[config.mk]
export PLATFORM = sky130hd
export DESIGN_NAME = rbsi_merge
export DESIGN_NICKNAME = d
export VERILOG_FILES = /design/src/design/rbsi_pkg.sv /design/src/design/rbsi_merge.sv
export VERILOG_INCLUDE_DIRS = /design/src /design/src/design
export SDC_FILE = /design/constraint.sdc
export NUM_CORES = 1
export LEC_CHECK = 0
export ABC_AREA = 1
export BUFFER_PORTS_ARGS = -buffer_cell sky130_fd_sc_hd__buf_2
export CELL_PAD_IN_SITES_DETAIL_PLACEMENT = 0
export CELL_PAD_IN_SITES_GLOBAL_PLACEMENT = 1
export CORE_UTILIZATION = 40
export CTS_BUF_LIST = sky130_fd_sc_hd__clkbuf_4 sky130_fd_sc_hd__clkbuf_8
export DETAILED_ROUTE_END_ITERATION = 7
export PLACE_DENSITY_LB_ADDON = 0.1
export SKIP_LAST_GASP = 1
export SLEW_MARGIN = 25
export SYNTH_ARGS = -nofsm -noshare
export SYNTH_HDL_FRONTEND = slang
export SYNTH_SLANG_ARGS = --single-unit
[constraint.sdc]
create_clock -name clk -period 25.6 [get_ports clk]
set_clock_uncertainty 0.15 [all_clocks]
set_input_delay 5.12 -clock clk [delete_from_list [all_inputs] [get_ports clk]]
set_output_delay 5.12 -clock clk [all_outputs]
set_load 0.01 [all_outputs]
[src/design/ray_box_slab_intersection_unit_defines.svh]
// assertion macros for the ray box slab intersection unit
// expects clk and rst in the scope of each use
`ifndef RAY_BOX_SLAB_INTERSECTION_UNIT_DEFINES_SVH
`define RAY_BOX_SLAB_INTERSECTION_UNIT_DEFINES_SVH

// condition holds at every edge outside reset
`define RBSI_ASSERT_ALWAYS(lbl, cond, msg) \
  lbl: assert property (@(posedge clk) disable iff (rst) (cond)) else $error(msg);

// antecedent implies consequent in the next cycle
`define RBSI_ASSERT_NEXT(lbl, ante, cons, msg) \
  lbl: assert property (@(posedge clk) (ante) |=> (cons)) else $error(msg);

`endif

[src/design/rbsi_pkg.sv]
// shared types and constants for the ray box slab intersection unit
// no dependencies
package rbsi_pkg;

  localparam int CW      = 32;          // coordinate width
  localparam int FB      = 16;          // fraction bits
  localparam int NUMW    = CW + 1;      // magnitude of bound minus origin
  localparam int NW      = NUMW + FB;   // dividend bits, one per divider stage
  localparam int LAT     = NW + 1;      // registers per divider lane: entry plus one per divider stage
  localparam int NUM_AX  = 3;
  localparam int AW      = 5;           // apb address width

  // register indexes
  localparam logic [2:0] REG_MIN_X = 3'd0;
  localparam logic [2:0] REG_MIN_Y = 3'd1;
  localparam logic [2:0] REG_MIN_Z = 3'd2;
  localparam logic [2:0] REG_MAX_X = 3'd3;
  localparam logic [2:0] REG_MAX_Y = 3'd4;
  localparam logic [2:0] REG_MAX_Z = 3'd5;

  typedef logic signed [CW-1:0] coord_t;

  typedef struct packed {
    coord_t          origin_x;
    coord_t          origin_y;
    coord_t          origin_z;
    coord_t          dir_x;
    coord_t          dir_y;
    coord_t          dir_z;
    logic [CW-2:0]   ray_tmax;
  } ray_t;

  typedef struct packed {
    logic   hit;
    coord_t t_enter;
    coord_t t_exit;
  } result_t;

  // per-request data that travels beside the divider lanes
  typedef struct packed {
    logic [CW-2:0]     tmax;
    logic [NUM_AX-1:0] dzero;
    logic [NUM_AX-1:0] pass;
  } side_t;

endpackage

[src/design/rbsi_merge.sv]
// merging stage: orders plane distances per axis and narrows the interval
// registers the result; uses rbsi_pkg and the assertion macro header
`include "ray_box_slab_intersection_unit_defines.svh"

module rbsi_merge (
  input  logic             clk,
  input  logic             rst,
  input  logic             en,
  input  logic             in_valid,
  input  rbsi_pkg::side_t  side,
  input  rbsi_pkg::coord_t tlo [0:rbsi_pkg::NUM_AX-1],
  input  rbsi_pkg::coord_t thi [0:rbsi_pkg::NUM_AX-1],
  output logic             out_valid,
  output rbsi_pkg::result_t result
);

  localparam int CW = rbsi_pkg::CW;

  rbsi_pkg::result_t result_next;

  // interval narrowing over x, y, z
  always_comb begin
    rbsi_pkg::coord_t t0;
    rbsi_pkg::coord_t t1;
    rbsi_pkg::coord_t tn;
    rbsi_pkg::coord_t tf;
    logic             h;
    t0 = '0;
    t1 = rbsi_pkg::coord_t'({1'b0, side.tmax});
    tn = '0;
    tf = '0;
    h  = 1'b1;
    for (int a = 0; a < rbsi_pkg::NUM_AX; a++) begin
      if (side.dzero[a]) begin
        if (!side.pass[a]) h = 1'b0;
      end else begin
        tn = (tlo[a] > thi[a]) ? thi[a] : tlo[a];
        tf = (tlo[a] > thi[a]) ? tlo[a] : thi[a];
        if (tn > t0) t0 = tn;
        if (tf < t1) t1 = tf;
        if (t0 > t1) h = 1'b0;
      end
    end
    result_next.hit     = h;
    result_next.t_enter = h ? t0 : '0;
    result_next.t_exit  = h ? t1 : '0;
  end

  // output register
  always_ff @(posedge clk) begin
    if (rst) begin
      out_valid <= 1'b0;
    end else if (en) begin
      out_valid <= in_valid;
    end
  end

  always_ff @(posedge clk) begin
    if (en) begin
      result <= result_next;
    end
  end

  `RBSI_ASSERT_ALWAYS(a_miss_zero, !out_valid || result.hit || (result.t_enter == '0 && result.t_exit == '0), "miss with nonzero distances")
  `RBSI_ASSERT_ALWAYS(a_hit_order, !out_valid || !result.hit || (result.t_enter <= result.t_exit && !result.t_enter[CW-1]), "hit interval out of order")

endmodule

After elaboration in Yosys (flattened, before gate mapping)
Index checks and enable logic that the tools add are counted.
{"block": "totals", "rom_bits": 0, "regBits": 66, "mem_count": 0, "ram_bits": 0, "output_inout_bits": 66, "latchBits": 0}
{"block": "classes", "eq_ne": 0, "n_addsub": 0, "mux": 33, "mul": 0, "order_cmp": 12, "bitwise_logic": 0, "div": 0, "n_reduce_logical": 0, "shift": 0}
{"operator": "32-bit two-way mux", "count": 24}
{"operator": "32-bit greater-than comparator", "count": 8}
{"operator": "32-bit less-than comparator", "count": 3}
{"operator": "32-bit by 1-bit greater-than comparator with 1-bit output, second input constant", "count": 1}
{"operator": "1-bit two-way mux", "count": 9}

Depth between registers and ports, before layout
Gate-level depths: netlist (run 1).
{"block": "logic_depth", "word_depth": 16, "mapped_depth": 91}

Worst setup path after synthesis (run 1)
No wires, ideal clock.
{"block": "synth_path", "path_type": "input to register", "from": "input port thi[95] in the netlist's numbering", "to": "register result[15] in the netlist's numbering, data pin", "n_path_buf": 12, "path_stages": 74, "arrival_time_ns": 15.287, "setup_ns": 0.127, "setup_slack_ns": 10.036, "required_ns": 25.323, "cell_sequence": "inv_1 -> ha_1 -> a21oi_1 -> o21a_1 -> nand2_1 -> a21oi_2 -> nand3_2 -> nand3_4 -> buf_2 -> buf_4 -> buf_2 -> buf_1 -> nand2_1 -> nand2_1 -> ha_1 -> nand2_1 -> inv_1 -> o211ai_1 -> (+38 left out) -> ha_1 -> a21oi_1 -> o21ai_0 -> a21oi_1 -> nor2_1 -> o21ai_0 -> a21oi_1 -> nor3_1 -> nand3_1 -> a21oi_1 -> xor2_1 -> a2111oi_0 -> nand2_1 -> buf_6 -> buf_6 -> nor2_2 -> nand2_1 -> inv_1"}
{"block": "synth_via", "elab_chain_len": 16, "word_cells_on_any_way": 37, "classes_between": "order compare (10); mux (27)"}
{"element": "start: declaration", "line": "rbsi_merge.sv:12", "text": "input rbsi_pkg::coord_t thi [0:rbsi_pkg::NUM_AX-1],"}
{"element": "32-bit greater-than comparator", "line": "rbsi_merge.sv:37, rbsi_merge.sv:38"}
{"element": "32-bit two-way mux (on tied branches)", "line": "rbsi_merge.sv:37, rbsi_merge.sv:38"}
{"element": "32-bit by 1-bit greater-than comparator with 1-bit output or 32-bit less-than comparator (tied branches)", "line": "rbsi_merge.sv:39, rbsi_merge.sv:40"}
{"element": "32-bit two-way mux (on tied branches)", "line": "rbsi_merge.sv:39, rbsi_merge.sv:40"}
{"element": "32-bit two-way mux (2 in a row)", "line": "rbsi_merge.sv:34", "text": "if (side.dzero[a]) begin"}
{"element": "32-bit greater-than comparator or 32-bit less-than comparator (tied branches)", "line": "rbsi_merge.sv:39, rbsi_merge.sv:40"}
{"element": "32-bit two-way mux (on tied branches)", "line": "rbsi_merge.sv:39, rbsi_merge.sv:40"}
{"element": "32-bit two-way mux (2 in a row)", "line": "rbsi_merge.sv:34"}
{"element": "32-bit greater-than comparator or 32-bit less-than comparator (tied branches)", "line": "rbsi_merge.sv:39, rbsi_merge.sv:40"}
{"element": "32-bit two-way mux (on tied branches)", "line": "rbsi_merge.sv:39, rbsi_merge.sv:40"}
{"element": "32-bit two-way mux", "line": "rbsi_merge.sv:34"}
{"element": "32-bit greater-than comparator", "line": "rbsi_merge.sv:41", "text": "if (t0 > t1) h = 1'b0;"}
{"element": "1-bit two-way mux", "line": "rbsi_merge.sv:41"}
{"element": "1-bit two-way mux", "line": "rbsi_merge.sv:34"}
{"element": "end signal: assignment", "line": "rbsi_merge.sv:60", "text": "result <= result_next;"}
{"element": "end: declaration", "line": "rbsi_merge.sv:14", "text": "output rbsi_pkg::result_t result"}
Parallel ways exist; a longest one is shown, timed or not. The select of a mux whose other input is x is not followed.
A chain may end at the register's enable or synchronous reset.

Final worst setup path (run 1)
{"block": "layout_path", "from": "input port thi[69] in the netlist's numbering", "to": "register result[8] in the netlist's numbering, data pin"}
Same word-level chain as after synthesis.

==> results.md, run 1 <==
* Lkg Pwr at approximately 10 nW
* Worst path required time at roughly 26000 ps
* Net Sw Power at about 0.86 mW
* CTS buffer count at 9
* Die H at around 210 um
* Synthesis warning total at 0
* Largest net degree at the start of global routing at around 130
* Via count at between 15000 and 20000
* First-pass GRT wire length at roughly 93000 um
* Maximum vdd ir drop at 46.6 uV
* Number of max-cap violations at 0
* Cell mode on critical path: nand2_1
* Final worst setup slack at between 6000 and 7000 ps
* CP max FO at 126
* Crit share post-route at 73.1%
* Overall Global Routing Usage at a little over a quarter
* Port bufs at a little under 300
* Initial Util at between 40 and 50%
* Sw Ratio at 58.7%
* Root Driver: clkbuf_8
* Sequential group share of total power at about 11%
* Leading area contributor after synthesis: ha_1
* Status: finished clean
* DRT iter0 DRCs at roughly 1500
* Synth Instances at 2813
* CP peak stage delay at about 710 ps
* Final core area utilization at a little under half
* Post-Place Setup Slack at ~5800 ps
* Tightest Pin Transition at between 900 and 1000 ps
* Ports at approximately 300
* Number of enable flip-flop cells after synthesis at 65
* Worst Path Arrival at ~19000 ps
* Clock-pin slew on the worst setup and hold paths at 80 ps
* Setup bufs post-CTS at 0
* Clk_lat worst skew at about 380 ps
* CP Launch Type: input port
* Register bit total from synthesis at 66
* Most numerous cell in the Yosys netlist: nand2_1
* Fillers at 4540
* Remaining DRCs at 0
* Worst slew margin at 35.4%
* # resized after CTS at 0
* WL final at 60000 um
* Top cells by count, synth: nand2_1, o21ai_0, inv_1
* Count of cell types in the netlist at 50
* Layout net count at 3585
* Critical path's top delay family: simple AND/OR/NAND/NOR gates
* Yosys top cell area share at between 20% and 30%
* CTS tree: yes
* Syn nets at 3389
* # rows at 75
* Antenna Nets Post-Route at 0
* DP Wirelength at about 52000 um
* Layout Cells excl Fill at 3554
* DIE WIDTH at around 210 um
* CP bufs+invs at 9
* Total global routing overflow at 0
* Cell Area, Synth at 17000 um2
* Placed Cells at between 3000 and 4000
* Vias per cell at between 5 and 6
* TNS Setup at 0 ps
* Seq/Total Area, Yosys at between 10 and 15%
* Layout Area Growth over Synthesis at 11.3%
* Clk buf depth at 2
* Slew Viols, Final at 0
* Max Fclk at roughly 53 MHz
* Endpoints failing setup at 0
* Total core area at between 40000 and 50000 um2
* GP Congestion at 0.936
* Crit path kind: input port to register
* Critical Path Slowest Stage Cell: nand2_2
* DRT Pass-1 Iters at 6
* P per Cell Area at 77.8 nW/um2
* CP endpoint kind: register
* Internal Power at ~0.6 mW
* Hold_buf cts at 0
* Mean Syn Cell Area at ~6 um2
* Antenna violations before repair at 11
* Routed wire per std cell at around 17 um
* Clk network pwr share at between 5 and 6%
* Asr flop ratio synth at 0%
* Comb power frac at around 83%
* Share of cells above drive strength 1 at around an eighth
* H-tree Lvls at 3
* Top FF cell, synth: edfxtp_1
* Final hold violations at 0
* Area contributors post-synth: ha_1, nand2_1, edfxtp_1
* Worst Hold Class: register to register
* Die area at ~43000 um2
* Fin crit period at 18710 ps
* Sink Count at 66
* Unrepaired setup endpoints after global routing: false
* Number of global-route vias before repair at 17056
routing by layer:
metal / vias to the layer above / GRT usage (%) / share of wire [%]
met3: 58 / 2.67 / 5.0
li1: 9833 / - / -
met1: 8339 / 39.8 / 50
met5: - / 0 / 0.22
met2: 481 / 43.0 / 43
met4: 20 / 6.36 / 1.9
per-stage QoR:
stage          power, mW  area [um2]  hold slack (ps)
6_report            1.47       18900              351
5_1_grt             1.66       18900              404
4_1_cts             1.47       18900              357
3_5_place_dp        1.39       18700              339
3_3_place_gp        1.36       18700              316
2_1_floorplan       1.06       17000              378
power by group through the flow:
stage	Clock, mW	Sequential (mW)	Combinational [mW]
CTS	0.0804	0.169	1.22
global route	0.0836	0.170	1.41
finish	0.0788	0.168	1.22
detailed placement	0	0.171	1.22
global placement	0	0.171	1.19
floorplan	0	0.180	0.875
cell families (layout without fill, tap and decap cells):
group	after synthesis	count (layout)	share of synthesized area [%]
simple gates	1210	1210	30.0
compound gates	689	689	21.5
buf+inv	497	698	11.3
fa+ha+maj	343	343	25.3
flops	66	66	11.6
xor+xnor	5	5	0.258
other cells	2	3	0.0442
mux	1	1	0.0589
layout make-up:
| class | instances | area, um2 | share of cell area, % |
|---|---|---|---|
| Antenna cell | 1 | 2.50 | 0.0132 |
| Clock buffer | 9 | 124 | 0.655 |
| Clock inverter | 7 | 36.3 | 0.192 |
| Inverter | 372 | 1400 | 7.38 |
| Multi-Input combinational cell | 2250 | 13100 | 69.4 |
| Sequential cell | 66 | 1970 | 10.4 |
| Tap cell | 539 | 674 | 3.57 |
| Timing Repair Buffer | 310 | 1590 | 8.38 |
worst min-delay path: stages (launching register included):
cell and delay (ps):
dfxtp_1 320, mux2i_1 60, nor2_1 80
cell usage in the layout (no fill, tap or decap), types with 4 or more instances in the layout:
cell type  Yosys  final
xnor2_1        4      4
and2_1        32     32
buf_2         25    298
nand3_2        4      4
inv_1        368    365
o21ai_1        9      9
clkinv_1       2      5
o211ai_1       7      7
buf_4          1     11
nand2_2        6      8
inv_2          2      5
o21ai_0      389    389
a21o_1         5      5
ha_1         343    343
nand4_1       41     41
clkbuf_8       0      9
edfxtp_1      65     65
nor3_1        16     16
o2111ai_1      5      5
o21a_1        16     16
a21oi_1      226    226
nor2_2        12     12
nand3_1      156    156
nand2_1      679    676
nor4_1        11     11
a211oi_1      14     14
o221a_2        4      4
nor2_1       243    243
state kept, by name (all words and copies together), names as in the netlist:
signal / flops
out_valid: 1
result: 65
worst paths after layout:
path / from / slack, ps / endpoint / cells past startpoint
setup / recovery: thi[69] / 6890 / result[8] / 69
hold / removal: out_valid / 350 / out_valid / 2
setup reg to reg: out_valid / 24870 / out_valid / 2
hold reg to reg: out_valid / 350 / out_valid / 2
Note: power is estimated with default switching activity, not from simulation.
==> inputs of run 2 (changes only) <==
CORE_UTILIZATION = 37   (was 40)
clock period = 15.1 ns   (was 25.6 ns; I/O delays follow)
==> results.md, run 2 (synthesized netlist as in run 1, its figures left out) <==
* DP Wirelength at 53900 um (was 52300 um)
* H-tree Lvls at 3 (unchanged)
* Tightest Pin Transition at 929 ps (was 968 ps)
* CP max FO at 42 (was 126)
* Final hold violations at 0 (unchanged)
* Number of global-route vias before repair at 17028 (was 17056)
* DRT iter0 DRCs at 1521 (was 1453)
* Largest Register: result (unchanged)
* Total core area at 45400 um2 (was 41900 um2)
* Share of cells above drive strength 1 at 13.3% (was 12.1%)
* # rows at 78 (was 75)
* WL final at 62000 um (was 60000 um)
* Maximum vdd ir drop at 82.9 uV (was 46.6 uV)
* Worst path required time at 15190 ps (was 25720 ps)
* Port bufs at 298 (unchanged)
* Slew Viols, Final at 0 (unchanged)
* Clock-pin slew on the worst setup and hold paths at 70 ps (was 80 ps)
* Slack of the worst reg-to-reg path at 14370 ps (was 24870 ps)
* Ports at 299 (unchanged)
* Endpoints failing setup at 0 (unchanged)
* Routed wire per std cell at 17.0 um (was 16.9 um)
* Worst Hold Class: register to register (unchanged)
* CP Launch Type: input port (unchanged)
* P per Cell Area at 133 nW/um2 (was 77.8 nW/um2)
* Largest net degree at the start of global routing at 129 (unchanged)
* GP Congestion at 0.919 (was 0.936)
* Antenna violations before repair at 6 (was 11)
* Vias per cell at 5.14 (was 5.27)
* CTS tree: yes (unchanged)
* Total global routing overflow at 0 (unchanged)
* DIE WIDTH at 216 um (was 208 um)
* Commonest cells after routing, fill and taps aside: nand2_1, o21ai_0, inv_1 (unchanged)
* Crit path kind: input port to register (unchanged)
* Layout net count at 3629 (was 3585)
* Most common cell after layout, fill and taps aside: nand2_1 (unchanged)
* Top Registers: result: 65 flops, out_valid: 1 flops (unchanged)
* Crit share post-route at 93.1%
* CP peak stage delay at 460 ps (was 710 ps)
* First-pass GRT wire length at 93700 um (was 92800 um)
* Critical Path Slowest Stage Cell: a2111oi_1 (was nand2_2)
* Fillers at 4967 (was 4540)
* Remaining DRCs at 0 (unchanged)
* Total power draw at 2.60 mW (was 1.47 mW)
* CP endpoint kind: register (unchanged)
* Overall Global Routing Usage at 25.6% (was 27.3%)
* Die H at 216 um (was 208 um)
* Worst Path Arrival at 14140 ps (was 18830 ps)
* Root Driver: clkbuf_8 (unchanged)
* Hold_buf cts at 0 (unchanged)
* Clk_lat worst skew at 380 ps (about the same)
* Clk buf depth at 2 (unchanged)
* Lkg Pwr at 10.3 nW (was 10.0 nW)
* Unrepaired setup endpoints after global routing: false (unchanged)
* Status: finished clean (unchanged)
* Initial Util at 37.5% (was 40.5%)
* TNS Setup at 0 ps (unchanged)
* Cell mode on critical path: nand2_1 (unchanged)
* Worst slew margin at 38.1% (was 35.4%)
* Antenna Nets Post-Route at 0 (unchanged)
* Sink Count at 66 (unchanged)
* Number of max-cap violations at 0 (unchanged)
* Fin crit period at 14060 ps
* Layout Area Growth over Synthesis at 14.4% (was 11.3%)
* DRT Pass-1 Iters at 6 (unchanged)
* Max Fclk at between 70 and 80 MHz
* Via count at 18804 (was 18731)
* CTS buffer count at 9 (unchanged)
* Die area at 46800 um2 (was 43300 um2)
* Max reg flops at 65 (unchanged)
## run 2: where the power goes
group / total [mW] / internal [mW] / switching, mW
clock network: 0.129 / 0.0558 / 0.0731
logic: 2.18 / 0.786 / 1.39
registers: 0.286 / 0.267 / 0.0196
## run 2: repair_timing
| action | 4_1_cts | 5_1_grt |
|---|---|---|
| setup buffers | 0 | 3 |
| setup endpoints to repair | 0 | 65 |
| endpoints found under the hold margin | 0 | 0 |
| resized for setup | 0 | 14 |
## run 2: stage by stage
step,cell area (um2),cells,util (%),worst slack (ps),hold WS (ps)
5_1_grt,19400,3657,42.9,79.3,426
2_1_floorplan,17000,2813,-,1640,378
3_5_place_dp,19200,3635,42.2,48.6,338
4_1_cts,19300,3650,42.5,434,360
6_report,19500,3659,42.9,1040,353
3_3_place_gp,19200,3635,42.2,202,316
## run 2: cell type report
class	count	area (um2)	area share, %
Antenna cell	2	5.00	0.0257
Clock buffer	9	124	0.637
Clock inverter	6	25.0	0.129
Inverter	372	1400	7.18
Multi-Input combinational cell	2251	13100	67.6
Sequential cell	66	1970	10.1
Tap cell	600	751	3.86
Timing Repair Buffer	353	2030	10.4
## run 2: worst paths after layout
kind | from | endpoint | cells after the start
max reg2reg | out_valid | out_valid | 2
min | out_valid | out_valid | 2
min reg2reg | out_valid | out_valid | 2
max | thi[89] | result[50] | 68
## run 2: layer usage
layer	vias to the layer above	GRT usage [%]	share of wire, %
met5	-	0	0.071
met4	8	5.52	1.7
met3	46	2.16	4.6
met2	515	40.9	43
met1	8327	37.2	50
li1	9908	-	-
## run 2: worst max-delay path: cells and delay by family
kind / cells / cell delay (ps)
AND/OR/NAND/NOR: 27 / 2860
AO/OA/AOI/OAI: 24 / 4620
buffers and inverters: 10 / 1760
XOR/XNOR: 1 / 90
adder cells (fa/ha/maj): 6 / 1760
==> inputs of run 3 (changes only) <==
ABC_AREA = 0   (was 1)
CORE_UTILIZATION = 40   (was 37)
==> results.md, run 3 <==
* Status: finished with violations (was finished clean)
* Failing checks: setup timing
* Synth Instances at 2315 (was 2813)
* Worst Hold Class: register to register (unchanged)
* Total core area at 44100 um2 (was 45400 um2)
* Top cells by count, synth: ha_1, inv_1, mux2i_1 (was nand2_1, o21ai_0, inv_1)
* Layout Cells excl Fill at 3741 (was 3659)
* Root Driver: clkbuf_8 (unchanged)
* Layout Area Growth over Synthesis at 48.2% (was 14.4%)
* Antenna violations before repair at 6 (unchanged)
* Ports at 299 (unchanged)
* Number of max-cap violations at 0 (unchanged)
* CP peak stage delay at 530 ps (was 460 ps)
* First-pass GRT wire length at 111000 um (was 93700 um)
* Number of global-route vias before repair at 20154 (was 17028)
* Lkg Pwr at 13.2 nW (was 10.3 nW)
* CTS tree: yes (unchanged)
* Fin crit period at 15840 ps (was 14060 ps)
* Vias per cell at 5.53 (was 5.14)
* Overall Global Routing Usage at 32.0% (was 25.6%)
* GP Congestion at 0.965 (was 0.919)
* Leading area contributor after synthesis: ha_1 (unchanged)
* Commonest cells after routing, fill and taps aside: buf_4, ha_1, buf_2 (was nand2_1, o21ai_0, inv_1)
* Top Registers: result: 65 flops, out_valid: 1 flops (unchanged)
* Remaining DRCs at 0 (unchanged)
* DIE WIDTH at 213 um (was 216 um)
* Seq/Total Area, Yosys at 11.1% (was 11.6%)
* P per Cell Area at 106 nW/um2 (was 133 nW/um2)
* H-tree Lvls at 3 (unchanged)
* Total power draw at 2.81 mW (was 2.60 mW)
* Count of cell types in the netlist at 82 (was 50)
* Max Fclk at 63.1 MHz (was 71.1 MHz)
* Largest Register: result (unchanged)
* DRT iter0 DRCs at 1399 (was 1521)
* Clock-pin slew on the worst setup and hold paths at 80 ps (was 70 ps)
* Hold_buf cts at 0 (unchanged)
* Critical path's top delay family: compound AO/OA/AOI/OAI gates (unchanged)
* Post-Place Setup Slack at -1600 ps (was 48.6 ps)
* Maximum vdd ir drop at 51.7 uV (was 82.9 uV)
* Syn nets at 2891 (was 3389)
* Via count at 20674 (was 18804)
* Register Area at 1970 um2 (unchanged)
* # rows at 77 (was 78)
* Layout net count at 3713 (was 3629)
* Most common cell after layout, fill and taps aside: buf_4 (was nand2_1)
* Total global routing overflow at 0 (unchanged)
* Unrepaired setup endpoints after global routing: true (was false)
* DRT Pass-1 Iters at 5 (was 6)
* CP Launch Type: input port (unchanged)
* Cell Area, Synth at 17800 um2 (was 17000 um2)
* Area of the multi-input gates at 15700 um2 (was 13100 um2)
* Register bit total from synthesis at 66 (unchanged)
* Die area at 45400 um2 (was 46800 um2)
* Most numerous cell in the Yosys netlist: ha_1 (was nand2_1)
* CP bufs+invs at 14 (was 10)
* Port bufs at 298 (unchanged)
* Routed wire per std cell at 20.0 um (was 17.0 um)
* Antenna Nets Post-Route at 0 (unchanged)
* CP max FO at 28 (was 42)
* Number of enable flip-flop cells after synthesis at 65 (unchanged)
* Final hold violations at 0 (unchanged)
* Cell mode on critical path: a21o_1 (was nand2_1)
* Worst path required time at 15160 ps (was 15190 ps)
* DP Wirelength at 62000 um (was 53900 um)
* Largest net degree at the start of global routing at 67 (was 129)
* Worst Path Arrival at 15910 ps (was 14140 ps)
* Slew Viols, Final at 0 (unchanged)
* Endpoints failing setup at 65 (was 0)
* Tightest Pin Transition at 1170 ps (was 929 ps)
* Synthesis warning total at 0 (unchanged)
* Initial Util at 40.4% (was 37.5%)
* CTS buffer count at 9 (unchanged)
* Sink Count at 66 (unchanged)
* Max reg flops at 65 (unchanged)
* Share of cells above drive strength 1 at 40.3% (was 13.3%)
* Final worst setup slack at -744 ps (was 1040 ps)
* Die H at 213 um (was 216 um)
* Yosys top cell area share at 24.1% (was 25.3%)
* Clk buf depth at 2 (unchanged)
* Area contributors post-synth: ha_1, edfxtp_1, mux2i_1 (was ha_1, nand2_1, edfxtp_1)
* Asr flop ratio synth at 0% (unchanged)
* Crit share post-route at 105% (was 93.1%)
* Clk_lat worst skew at 400 ps (was 380 ps)
* Worst slew margin at 21.9% (was 38.1%)
* Critical Path Slowest Stage Cell: or4_4 (was a2111oi_1)
* CP endpoint kind: register (unchanged)
* Mean Syn Cell Area at 7.70 um2 (was 6.04 um2)
* WL final at 74700 um (was 62000 um)
* Placed Cells at 3668 (was 3635)
* Top FF cell, synth: edfxtp_1 (unchanged)
* Fillers at 4197 (was 4967)
* Crit path kind: input port to register (unchanged)
run 3: cell types whose count changed in the layout (fill, tap and decap cells not counted), sizes merged, moves of 106 or more:
cell	before	now
inv	369	263
nand2	685	137
nand3	163	42
o21ai	399	150
mux2i	1	179
buf	352	918
mux2	0	106
run 3: cells by family (layout without fill, tap and decap cells):
| logic type | after synthesis | count (layout) | synth area share, % |
|---|---|---|---|
| compound gates | 609 | 609 | 22.0 |
| mux | 286 | 286 | 16.9 |
| flops | 66 | 66 | 11.1 |
| other cells | 2 | 9 | 0.0421 |
| buf+inv | 375 | 1201 | 8.14 |
| fa+ha+maj | 344 | 344 | 24.1 |
| simple gates | 632 | 633 | 17.7 |
| xor+xnor | 1 | 1 | 0.0491 |
run 3: area by class of cell:
class | count | share of cell area, %
multi-input combinational | 1875 | 59.3
clock buffer | 9 | 0.469
timing repair buffer | 921 | 25.5
sequential | 66 | 7.46
tap | 592 | 2.80
inverter | 263 | 3.87
timing repair inverter | 1 | 0.0426
clock inverter | 7 | 0.445
antenna | 7 | 0.0663
run 3: worst paths after layout:
check | cells past startpoint | slack, ps | from | to
max reg2reg | 2 | 14360 | out_valid | out_valid
min reg2reg | 2 | 360 | out_valid | out_valid
min | 2 | 360 | out_valid | out_valid
max | 69 | -740 | thi[75] | result[4]
run 3: per-stage QoR:
step,area (um2),TNS [ps],hold slack [ps],util (%)
after floorplan,18300,-13570,378,-
after global placement,24500,-76670,319,55.5
after detailed placement,24500,-97670,359,55.5
after CTS,26000,-36800,377,58.8
after global routing,26400,-72470,403,59.9
final,26400,-42420,361,59.9
run 3: where the power goes:
group | internal, mW | switching (mW) | leakage, nW
Combinational | 1.19 | 1.16 | 12.5
Sequential | 0.245 | 0.0167 | 0.628
Clock | 0.109 | 0.0827 | 0.113
Total | 1.55 | 1.26 | 13.2
run 3: tightest hold or removal path: stages (launching register included):
cell,delay [ps]
dfxtp_1,330
mux2i_1,70
nor2_1,80
run 3: repair_timing:
item,CTS,global route
pin swaps,65,53
endpoints found under the setup margin,65,65
gates resized for setup,166,85
setup buffers,29,8
gates cloned,13,1
run 3: metal layers:
metal | GRT usage [%] | vias up | part of all wire (%) | wire, um
met4 | 7.96 | 0 | 2.3 | 1760
li1 | - | 10246 | - | -
met1 | 42.5 | 9750 | 45 | 33900
met5 | 0 | - | 0 | 0
met2 | 55.4 | 575 | 48 | 35500
met3 | 2.87 | 103 | 4.8 | 3570
